--- src/design/bcduc_pkg.sv ---
// Shared types, widths and the seven-segment table of the BCD up/down counter.
// No dependencies; imported by the result interface, the digit cell and the top level.
`timescale 1ns / 1ps

package bcduc_pkg;

  localparam int DIGIT_COUNT_DEF = 4;
  localparam int DIG_W           = 4;
  localparam int SEG_W           = 7;
  localparam int SEL_W           = 4;
  localparam int CNT_W           = 14;
  localparam int DWELL_W         = 16;

  localparam logic [DIG_W-1:0]   DIGIT_MAX   = 4'd9;
  localparam logic [DIG_W-1:0]   DIGIT_MIN   = 4'd0;
  localparam logic [DWELL_W-1:0] DWELL_RESET = 16'd250;

  typedef logic [DIG_W-1:0] digit_t;
  typedef logic [SEG_W-1:0] seg_t;
  typedef logic [CNT_W-1:0] count_t;

  // carried upward, from ones towards the top digit
  typedef struct packed {
    logic carry;
  } cell_up_t;

  // carried downward, from the top digit towards ones
  typedef struct packed {
    logic   lit;
    count_t acc;
  } cell_dn_t;

  function automatic seg_t seg_of(input digit_t d);
    seg_t s;
    case (d)
      4'd0:    s = 7'h3F;
      4'd1:    s = 7'h06;
      4'd2:    s = 7'h5B;
      4'd3:    s = 7'h4F;
      4'd4:    s = 7'h66;
      4'd5:    s = 7'h6D;
      4'd6:    s = 7'h7D;
      4'd7:    s = 7'h07;
      4'd8:    s = 7'h7F;
      4'd9:    s = 7'h6F;
      4'd10:   s = 7'h3F;
      4'd11:   s = 7'h06;
      4'd12:   s = 7'h5B;
      4'd13:   s = 7'h4F;
      4'd14:   s = 7'h66;
      4'd15:   s = 7'h6D;
      default: s = '0;
    endcase
    return s;
  endfunction

endpackage

--- src/design/bcduc_cell.sv ---
// One decimal digit cell: holds a BCD digit, steps it on carry or borrow,
// blanks leading zeros and folds its digit into the binary count. Uses bcduc_pkg.
`timescale 1ns / 1ps

module bcduc_cell
  import bcduc_pkg::*;
#(
  parameter bit ALWAYS_LIT = 1'b0
) (
  input  logic     clk,
  input  logic     rst_n,
  input  logic     en,
  input  logic     dir_up,
  input  cell_up_t up_in,
  output cell_up_t up_out,
  input  cell_dn_t dn_in,
  output cell_dn_t dn_out,
  output seg_t     seg
);

  digit_t digit_r;
  digit_t digit_nxt;
  logic   at_edge;
  logic   lit;

  assign at_edge = dir_up ? (digit_r == DIGIT_MAX) : (digit_r == DIGIT_MIN);

  always_comb begin
    digit_nxt = digit_r;
    if (up_in.carry) begin
      if (dir_up) begin
        digit_nxt = at_edge ? DIGIT_MIN : digit_r + 1'b1;
      end else begin
        digit_nxt = at_edge ? DIGIT_MAX : digit_r - 1'b1;
      end
    end
  end

  assign up_out.carry = up_in.carry & at_edge;

  assign lit        = dn_in.lit | (digit_r != DIGIT_MIN);
  assign dn_out.lit = lit;
  // acc * 10 + digit, kept to the count width
  assign dn_out.acc = (dn_in.acc << 3) + (dn_in.acc << 1) + count_t'(digit_nxt);

  assign seg = (lit || ALWAYS_LIT) ? seg_of(digit_r) : '0;

  always_ff @(posedge clk) begin
    if (!rst_n) begin
      digit_r <= DIGIT_MIN;
    end else if (en) begin
      digit_r <= digit_nxt;
    end
  end

endmodule
--- config.mk ---
export PLATFORM = sky130hd
export DESIGN_NAME = bcduc_cell
export DESIGN_NICKNAME = d
export VERILOG_FILES = /design/src/design/bcduc_pkg.sv /design/src/design/bcduc_cell.sv
export SDC_FILE = /design/constraint.sdc
export NUM_CORES = 1
export LEC_CHECK = 0
export BUFFER_PORTS_ARGS = -buffer_cell sky130_fd_sc_hd__buf_2
export CAP_MARGIN = 20
export CELL_PAD_IN_SITES_DETAIL_PLACEMENT = 0
export CELL_PAD_IN_SITES_GLOBAL_PLACEMENT = 1
export CORE_UTILIZATION = 39
export DETAILED_ROUTE_END_ITERATION = 6
export PLACE_DENSITY = 0.83
export SLEW_MARGIN = 10
export SYNTH_ARGS = -nofsm -noshare
export SYNTH_HDL_FRONTEND = slang
export SYNTH_SLANG_ARGS = --single-unit
--- constraint.sdc ---
create_clock -name clk -period 3.9 [get_ports clk]
set_input_delay 0.195 -clock clk [delete_from_list [all_inputs] [get_ports clk]]
set_output_delay 0.195 -clock clk [all_outputs]
set_load 0.005 [all_outputs]
==> results.json, run 1 <==
{
  "setup.worst_path.class": "reg -> out",
  "dp_hpwl_um": 2630,
  "gpl.final_weighted_congestion": 0.820,
  "ir_drop_mv": 0.139,
  "cts_tree": "done",
  "finalSetupTns_ns": 0,
  "worst_setup_path_start_kind": "flip-flop",
  "layout.area.seq_um2": 220,
  "remaining_drc_errors": 0,
  "reg2reg_from": "digit_r[0]",
  "max_stage_delay_ns": 0.52,
  "ctsLongestPathBuffers": 2,
  "run_status": "finished clean",
  "crit_path_frequent_cell": "sky130_fd_sc_hd__fa_1",
  "start_util_pct": 41.9,
  "synth.ff_latch_count": 11,
  "cts_inserted_buffers": 3,
  "crit_path_cell_trace": "buf_4 -> or4_1 -> nand2_1 -> a22o_4 -> a21oi_1 -> fa_1 -> inv_1 -> fa_1 -> nor2b_1 -> o21ai_0 -> a21o_1 -> a31oi_4 -> nand4_1 -> o311ai_0 -> buf_2",
  "vias_per_cell": 5.15,
  "antenna_found_initial": 0,
  "cp_data_arrival_time_ns": 3.51,
  "final.period_utilization_pct": 95.1,
  "clock_sink_count": 11,
  "fp.coreArea_um2": 3770,
  "yosys_most_used_dff": "sky130_fd_sc_hd__dfxtp_1",
  "cp-startpoint": "digit_r[0]",
  "synth.yosys.seq_area_share_pct": 13.9,
  "worst_setup_path_end_kind": "primary output",
  "timing.final.hold_violations": 0,
  "worst_slew_margin_rel_pct": 56.8,
  "detailroute.via_count": 1417,
  "post_synth_instance_area_um2": 1580,
  "grt_start_max_net_pins": 15,
  "ys_async_sr_fraction_pct": 0,
  "rows": 22,
  "first_global_vias": 1204,
  "setup_repair_after_global_routing_missed_its_margin": "true",
  "placed_area_um2": 1820,
  "global_route.overflow_total": 0,
  "fraction_of_layout_instances_using_a_drive_strength_above_1_pct": 28.2,
  "synth-warning-count": 0,
  "critical_path.top_delay_family": "adder cells",
  "ioPinCount": 43,
  "layout.cells.most_common_list": "sky130_fd_sc_hd__buf_2, sky130_fd_sc_hd__ha_1, sky130_fd_sc_hd__inv_1",
  "hold_path.startpoint": "rst_n",
  "finalCriticalPeriod_ns": 3.71,
  "grt_usage_pct": 14.7,
  "fmax_ghz": 0.270,
  "synthesis.nets": 237,
  "antenna_violating_nets_post_route": 0,
  "report.final.slew_viol_count": 0,
  "die_width_um": 65.7,
  "min-delay-path-class": "in -> reg",
  "worst_pin_slew_ns": 0.647,
  "power.density_cell_area_nw_per_um2": 290,
  "syn_area_per_cell_um2": 8.64,
  "finish.net_count": 282,
  "dpl_worst_slack_ns": 0.278,
  "finish.utilization_pct": 50.9,
  "timing.critical_path.required_ns": 3.70,
  "p_total_mw": 0.557,
  "post_cts_hold_buffer_count": 0,
  "filler_cell_count": 379,
  "synth-edff-count": 0,
  "diodes": 0,
  "grt_first_pass_wirelength_um": 5060,
  "leading_cell_type_in_the_layout_fill_and_taps_excluded": "sky130_fd_sc_hd__buf_2",
  "fin_ws_ns": 0.190,
  "clk_latency_ns": 0.23,
  "multi_input_logic_area_um2": 1290,
  "htree_num_levels": 1,
  "max_cap_check_violation_count": 0,
  "numPlacedInstances": 269,
  "critical_path.n_buffers_inverters": 3,
  "routed_length_per_placed_instance_um": 11.5,
  "final_routed_wirelength_um": 3160,
  "critical-path-slowest-cell": "sky130_fd_sc_hd__fa_1",
  "worstPathMaxFanout": 10,
  "syn_to_final_growth_pct": 21.3,
  "clk_pin_slew_worst_paths_ns": 0.05,
  "hold-worst-slack_ns": 0.283,
  "total_iterations_of_the_first_detailed_routing_run": 4,
  "root_buffer": "sky130_fd_sc_hd__clkbuf_8",
  "die_height_um": 65.7,
  "instance_count_of_the_mapped_netlist": 183,
  "skew_ns": 0.00228,
  "total_leakage_power_nw": 0.949,
  "setup_viol_count_final": 0,
  "drtIter0Drc": 19,
  "post-route-cell-area_um2": 1920,
  "port-buffer-count": 41,
  "die_area_um2": 4310,
  "yosysUniqueCellTypes": 48,
  "fin_cells": 275
}
logic make-up after synthesis:
family	count (synthesis)	share of synthesized area (%)
flip-flops	11	13.9
multiplexers	7	4.67
AND/OR/NAND/NOR	51	18.0
XOR/XNOR	14	7.75
buffers and inverters	21	6.72
adder cells (fa/ha/maj)	34	27.8
AO/OA/AOI/OAI	45	21.1
where the power goes:
group | switching [mW] | internal (mW) | leakage (nW)
Sequential | 0.00651 | 0.127 | 0.0909
Combinational | 0.160 | 0.156 | 0.833
Clock | 0.0380 | 0.0697 | 0.0255
Total | 0.204 | 0.353 | 0.949
final timing paths:
path	end	slack, ns	cells after the start
worst min-delay path	digit_r[0]	0.28	2
worst min register to register	digit_r[0]	0.68	3
worst max register to register	flip-flop	1.26	8
worst max-delay path	dn_out[12]	0.19	15
routing by layer:
layer | vias up | global-route usage (%) | wire, µm
li1 | 736 | - | -
met1 | 646 | 18.8 | 1540
met2 | 33 | 25.5 | 1440
met3 | 2 | 2.95 | 162
met4 | 0 | 2.45 | 15
met5 | - | 0 | 0
cell usage after synthesis (4+ instances only):
library cell / instances / area share [%]
sky130_fd_sc_hd__o21ai_1: 4 / 1.3
sky130_fd_sc_hd__inv_1: 14 / 3.3
sky130_fd_sc_hd__o21ai_0: 7 / 2.2
sky130_fd_sc_hd__xnor2_1: 7 / 3.9
sky130_fd_sc_hd__a21o_1: 6 / 2.8
sky130_fd_sc_hd__a21oi_1: 10 / 3.2
sky130_fd_sc_hd__mux2i_1: 4 / 2.5
sky130_fd_sc_hd__ha_1: 32 / 25
sky130_fd_sc_hd__xor2_1: 7 / 3.9
sky130_fd_sc_hd__nor2b_1: 9 / 3.6
sky130_fd_sc_hd__nor2_1: 11 / 2.6
sky130_fd_sc_hd__nand2_1: 11 / 2.6
sky130_fd_sc_hd__dfxtp_1: 11 / 14
final cells by class:
cell class | count | share of cell area (%)
Inverter | 14 | 2.74
Multi-Input combinational cell | 151 | 67.3
Timing Repair Buffer | 47 | 12.9
Clock buffer | 3 | 2.15
Clock inverter | 1 | 0.261
Tap cell | 48 | 3.13
Sequential cell | 11 | 11.5
timing repair:
item                       in CTS  in global routing
setup buffers                   0                  1
setup endpoints to repair       0                  4
gates resized for setup         0                  9
Power figures use the tool's default switching activity.
==> run 2: changes to the inputs <==
- CORE_MARGIN: default -> 2
- PLACE_DENSITY: 0.83 -> default
- PLACE_DENSITY_LB_ADDON: default -> 0.15
- RECOVER_POWER: default -> 100
==> run 2 against run 1 <==
Effect of this change: the flow now finishes with violations (max-capacitance violations, max-slew violations); hold slack worse by 0.019 ns; die area increased by 6.2%; cell count did not move; final area fell by 2.4%; combinational power decreased by 2%; critical path depth grew 1; non-clock buffer count decreased by 2; critical endpoint is now dn_out[10]; worst setup slack worse by 0.028 ns; count of clock-buffer cells in the layout unchanged; register-to-register slack worse by 0.56 ns; fmax decreased by 0.75%.
==> results.json, run 2 (same netlist as run 1, synthesis figures left out) <==
{
  "power.density_cell_area_nw_per_um2": 296,
  "root_buffer": "sky130_fd_sc_hd__clkbuf_8",
  "finalCriticalPeriod_ns": 3.74,
  "worst_pin_slew_ns": 1.71,
  "min-delay-path-class": "in -> reg",
  "ir_drop_mv": 0.111,
  "rows": 23,
  "clk_pin_slew_worst_paths_ns": 0.05,
  "layout.cells.most_common_list": "sky130_fd_sc_hd__buf_2, sky130_fd_sc_hd__ha_1, sky130_fd_sc_hd__inv_1",
  "total_leakage_power_nw": 0.911,
  "timing.critical_path.required_ns": 3.70,
  "start_util_pct": 40.1,
  "grt_first_pass_wirelength_um": 5660,
  "die_area_um2": 4580,
  "setup.worst_path.class": "reg -> out",
  "total_iterations_of_the_first_detailed_routing_run": 4,
  "htree_num_levels": 1,
  "finish.net_count": 280,
  "worst_setup_path_end_kind": "primary output",
  "vias_per_cell": 5.17,
  "dp_hpwl_um": 2830,
  "worstPathMaxFanout": 10,
  "antenna_found_initial": 0,
  "filler_cell_count": 409,
  "fraction_of_layout_instances_using_a_drive_strength_above_1_pct": 25.3,
  "finalSetupTns_ns": 0,
  "syn_to_final_growth_pct": 18.4,
  "ctsLongestPathBuffers": 2,
  "drtIter0Drc": 66,
  "antenna_violating_nets_post_route": 0,
  "worst_slew_margin_rel_pct": -15.5,
  "min_delay_path_depth": 2,
  "die_width_um": 67.7,
  "port-buffer-count": 41,
  "fmax_ghz": 0.268,
  "gpl.final_weighted_congestion": 0.798,
  "leading_cell_type_in_the_layout_fill_and_taps_excluded": "sky130_fd_sc_hd__buf_2",
  "cp_data_arrival_time_ns": 3.54,
  "final_routed_wirelength_um": 3400,
  "final.period_utilization_pct": 95.8,
  "timing.final.hold_violations": 0,
  "max_cap_check_violation_count": 1,
  "cts_tree": "done",
  "clk_latency_ns": 0.23,
  "remaining_drc_errors": 0,
  "clock_sink_count": 11,
  "grt_start_max_net_pins": 15,
  "skew_ns": 0.00335,
  "failed_checks": "max-capacitance violations, max-slew violations",
  "reg2regPathDepth": 7,
  "post_cts_hold_buffer_count": 0,
  "fp.coreArea_um2": 3940,
  "setup_viol_count_final": 0,
  "global_route.overflow_total": 0,
  "detailroute.via_count": 1421,
  "die_height_um": 67.7,
  "cts_inserted_buffers": 3,
  "ioPinCount": 43,
  "routed_length_per_placed_instance_um": 12.3,
  "p_total_mw": 0.555,
  "grt_usage_pct": 15.8,
  "report.final.slew_viol_count": 15,
  "first_global_vias": 1314,
  "diodes": 0,
  "run_status": "finished with violations",
  "worst_setup_path_start_kind": "flip-flop"
}
==> run 2: final timing paths <==
| kind | slack [ns] | to | startpoint |
|---|---|---|---|
| min reg2reg | 0.69 | digit_r[0] | digit_r[0] |
| max reg2reg | 0.70 | flip-flop | digit_r[0] |
| max | 0.16 | dn_out[10] | digit_r[0] |
| min | 0.26 | digit_r[0] | rst_n |
==> run 2: power by group <==
part	internal [mW]	switching, mW
Sequential	0.127	0.00647
Combinational	0.150	0.160
Clock	0.0699	0.0404
Total	0.347	0.207
==> run 2: final cells by class <==
class | count | area, µm² | share of cell area (%)
Clock inverter | 1 | 5.00 | 0.267
Tap cell | 50 | 62.6 | 3.34
Multi-Input combinational cell | 151 | 1260 | 67.6
Clock buffer | 3 | 41.3 | 2.21
Sequential cell | 11 | 221 | 11.8
Inverter | 14 | 52.6 | 2.81
Timing Repair Buffer | 45 | 224 | 12.0
==> run 2: layer usage <==
metal / GRT usage (%) / up-vias / part of all wire, % / wire length (µm)
li1: - / 734 / - / -
met1: 19.3 / 655 / 44 / 1490
met2: 29.4 / 30 / 52 / 1750
met3: 1.83 / 2 / 4.2 / 144
met4: 3.06 / 0 / 0.18 / 6
met5: 0 / - / 0 / 0
==> run 2: critical path, stage by stage (launching register included) <==
cell	delay (ns)
sky130_fd_sc_hd__dfxtp_1	0.30
sky130_fd_sc_hd__buf_4	0.16
sky130_fd_sc_hd__ha_1	0.21
sky130_fd_sc_hd__and4b_4	0.23
sky130_fd_sc_hd__or4_1	0.49
sky130_fd_sc_hd__o21ai_2	0.09
sky130_fd_sc_hd__ha_2	0.19
sky130_fd_sc_hd__ha_2	0.17
sky130_fd_sc_hd__inv_1	0.06
sky130_fd_sc_hd__fa_2	0.39
sky130_fd_sc_hd__nor2b_1	0.13
sky130_fd_sc_hd__o21ai_1	0.08
sky130_fd_sc_hd__a21o_1	0.21
sky130_fd_sc_hd__a31oi_4	0.20
sky130_fd_sc_hd__buf_4	0.14
sky130_fd_sc_hd__xor2_1	0.13
sky130_fd_sc_hd__buf_2	0.12
==> run 2: repair_timing <==
item,4_1_cts,5_1_grt
setup buffers,0,1
pin swaps,0,8
gates resized for setup,2,13
endpoints found under the setup margin,1,4
==> run 2: through the flow <==
step	std cells	hold WS, ns	instance area [µm²]	util [%]	setup slack, ns
4_1_cts	273	0.264	1860	47.3	0.0321
3_5_place_dp	269	0.511	1810	45.9	0.147
2_1_floorplan	183	0.349	1580	-	0.569
3_3_place_gp	269	0.515	1810	45.9	0.251
5_1_grt	275	0.278	1870	47.5	-0.0319
6_report	275	0.264	1870	47.5	0.162
==> run 3: changes to the inputs <==
==> constraint.sdc (replaced) <==
create_clock -name clk -period 3.9 [get_ports clk]
set_input_delay 0 -clock clk [delete_from_list [all_inputs] [get_ports clk]]
set_output_delay 0 -clock clk [all_outputs]
set_load 0.005 [all_outputs]
==> run 3 against run 2 <==
Effect of this change: the run still ends with max-capacitance violations, max-slew violations left; sequential power is 4% higher; fmax is 4.4% higher; hold slack got worse by 0.19 ns; worst setup slack improved by 0.16 ns; final area decreased by 2.8%.
==> results.json, run 3 (same netlist as run 1, synthesis figures left out) <==
{
  "endpoint": "dn_out[12]",
  "gpl.final_weighted_congestion": 0.788,
  "critical_path.n_buffers_inverters": 3,
  "syn_to_final_growth_pct": 15.0,
  "antenna_found_initial": 0,
  "multi_input_logic_area_um2": 1240,
  "max_stage_delay_ns": 0.52,
  "run_status": "finished with violations",
  "cts_tree": "done",
  "final.period_utilization_pct": 91.8,
  "detailroute.via_count": 1403,
  "ioPinCount": 43,
  "min-delay-path-class": "in -> reg",
  "finalCriticalPeriod_ns": 3.58,
  "ctsLongestPathBuffers": 2,
  "total_leakage_power_nw": 0.881,
  "rows": 23,
  "fin_ws_ns": 0.321,
  "die_width_um": 67.7,
  "fin_cells": 272,
  "remaining_drc_errors": 0,
  "grt_start_max_net_pins": 15,
  "grt_first_pass_wirelength_um": 5630,
  "power.density_cell_area_nw_per_um2": 293,
  "critical_path.top_delay_family": "adder cells",
  "finalSetupTns_ns": 0,
  "p_total_mw": 0.534,
  "port-buffer-count": 41,
  "dpl_worst_slack_ns": 0.334,
  "cp-startpoint": "digit_r[1]",
  "start_util_pct": 40.1,
  "setup_repair_after_global_routing_missed_its_margin": "false",
  "vias_per_cell": 5.16,
  "setup_viol_count_final": 0,
  "final_routed_wirelength_um": 3390,
  "root_buffer": "sky130_fd_sc_hd__clkbuf_8",
  "fraction_of_layout_instances_using_a_drive_strength_above_1_pct": 19.4,
  "layout.area.seq_um2": 226,
  "clk_latency_ns": 0.23,
  "worst_setup_path_start_kind": "flip-flop",
  "routed_length_per_placed_instance_um": 12.5,
  "dp_hpwl_um": 2790,
  "reg2regPathDepth": 7,
  "worst-r2r-setup-slack_ns": 0.68,
  "skew_ns": 0.00186,
  "leading_cell_type_in_the_layout_fill_and_taps_excluded": "sky130_fd_sc_hd__ha_1",
  "max_cap_check_violation_count": 1,
  "worstPathMaxFanout": 6,
  "timing.final.hold_violations": 0,
  "worst_slew_margin_rel_pct": -19.8,
  "reg2reg_from": "digit_r[1]",
  "drtIter0Drc": 57,
  "grt_usage_pct": 15.5,
  "failed_checks": "max-capacitance violations, max-slew violations",
  "diodes": 0,
  "clk_pin_slew_worst_paths_ns": 0.04,
  "layout.cells.most_common_list": "sky130_fd_sc_hd__ha_1, sky130_fd_sc_hd__buf_2, sky130_fd_sc_hd__inv_1",
  "timing.critical_path.required_ns": 3.90,
  "total_iterations_of_the_first_detailed_routing_run": 4,
  "first_global_vias": 1339,
  "crit_cells": 16,
  "fp.coreArea_um2": 3940,
  "numPlacedInstances": 267,
  "hold-worst-slack_ns": 0.0769,
  "worst_setup_path_end_kind": "primary output",
  "die_height_um": 67.7,
  "antenna_violating_nets_post_route": 0,
  "die_area_um2": 4580,
  "htree_num_levels": 1,
  "filler_cell_count": 405,
  "ir_drop_mv": 0.119,
  "crit_path_cell_trace": "inv_1 -> ha_1 -> o21ba_1 -> o21ai_0 -> a21oi_1 -> a21oi_1 -> fa_1 -> inv_1 -> fa_1 -> nor2b_1 -> o21ai_0 -> a21o_1 -> a31oi_2 -> nand4_1 -> o311ai_0 -> buf_2",
  "global_route.overflow_total": 0,
  "cp_data_arrival_time_ns": 3.58,
  "clock_sink_count": 11,
  "setup.worst_path.class": "reg -> out",
  "post_cts_hold_buffer_count": 0,
  "finish.net_count": 277,
  "worst_pin_slew_ns": 1.77,
  "report.final.slew_viol_count": 15,
  "critical-path-slowest-cell": "sky130_fd_sc_hd__fa_1",
  "fmax_ghz": 0.279,
  "cts_inserted_buffers": 3
}
-- run 3: cell types whose count changed in the layout (fill, tap and decap cells not counted), sizes merged --
cell,previous run,this run
buf,38,28
clkinv,1,0
clkbuf,10,18
-- run 3: where the power goes --
part / total [mW] / internal [mW] / switching, mW
Sequential: 0.139 / 0.128 / 0.0113
Clock: 0.105 / 0.0710 / 0.0338
Combinational: 0.290 / 0.139 / 0.151
-- run 3: routing by layer --
layer | vias to the layer above | routed length, µm | track usage [%] | share of wire (%)
li1 | 734 | - | - | -
met1 | 635 | 1510 | 18.8 | 45
met2 | 32 | 1710 | 29.2 | 51
met3 | 2 | 155 | 2.00 | 4.6
met4 | 0 | 10 | 2.55 | 0.30
met5 | - | 0 | 0 | 0
-- run 3: final cells by class --
class | instances | area share (%)
Clock buffer | 4 | 2.48
Sequential cell | 11 | 12.4
Timing Repair Buffer | 42 | 10.7
Inverter | 14 | 2.89
Multi-Input combinational cell | 151 | 68.0
Tap cell | 50 | 3.44
-- run 3: what timing repair did --
item | CTS | global route
hold endpoints to repair | 0 | 0
endpoints found under the setup margin | 0 | 3
resized for setup | 0 | 6
buffers inserted | 0 | 0
-- run 3: how the worst min path moves through the flow --
stage / start / end / slack (ns) / cells after the start
after CTS: rst_n / digit_r[0] / 0.09 / 2
after global placement: rst_n / digit_r[0] / 0.32 / 2
after floorplan: dn_in[0] / dn_out[1] / 0.12 / 1
final: rst_n / digit_r[0] / 0.08 / 2
after detailed placement: rst_n / digit_r[0] / 0.32 / 2
after global routing: rst_n / digit_r[0] / 0.09 / 2
-- run 3: worst reg2reg max path: stages, from the launching register on --
cell                       delay [ns]
sky130_fd_sc_hd__dfxtp_2         0.37
sky130_fd_sc_hd__inv_1           0.11
sky130_fd_sc_hd__ha_1            0.21
sky130_fd_sc_hd__and4b_4         0.23
sky130_fd_sc_hd__o21a_1          0.19
sky130_fd_sc_hd__o311ai_1        1.43
sky130_fd_sc_hd__xor2_1          0.16
sky130_fd_sc_hd__a221o_1         0.40
-- run 3: per-stage QoR --
step / area, µm² / utilization, %
3_5_place_dp: 1800 / 45.5
4_1_cts: 1840 / 46.7
5_1_grt: 1820 / 46.1
3_3_place_gp: 1800 / 45.5
2_1_floorplan: 1580 / -
6_report: 1820 / 46.1
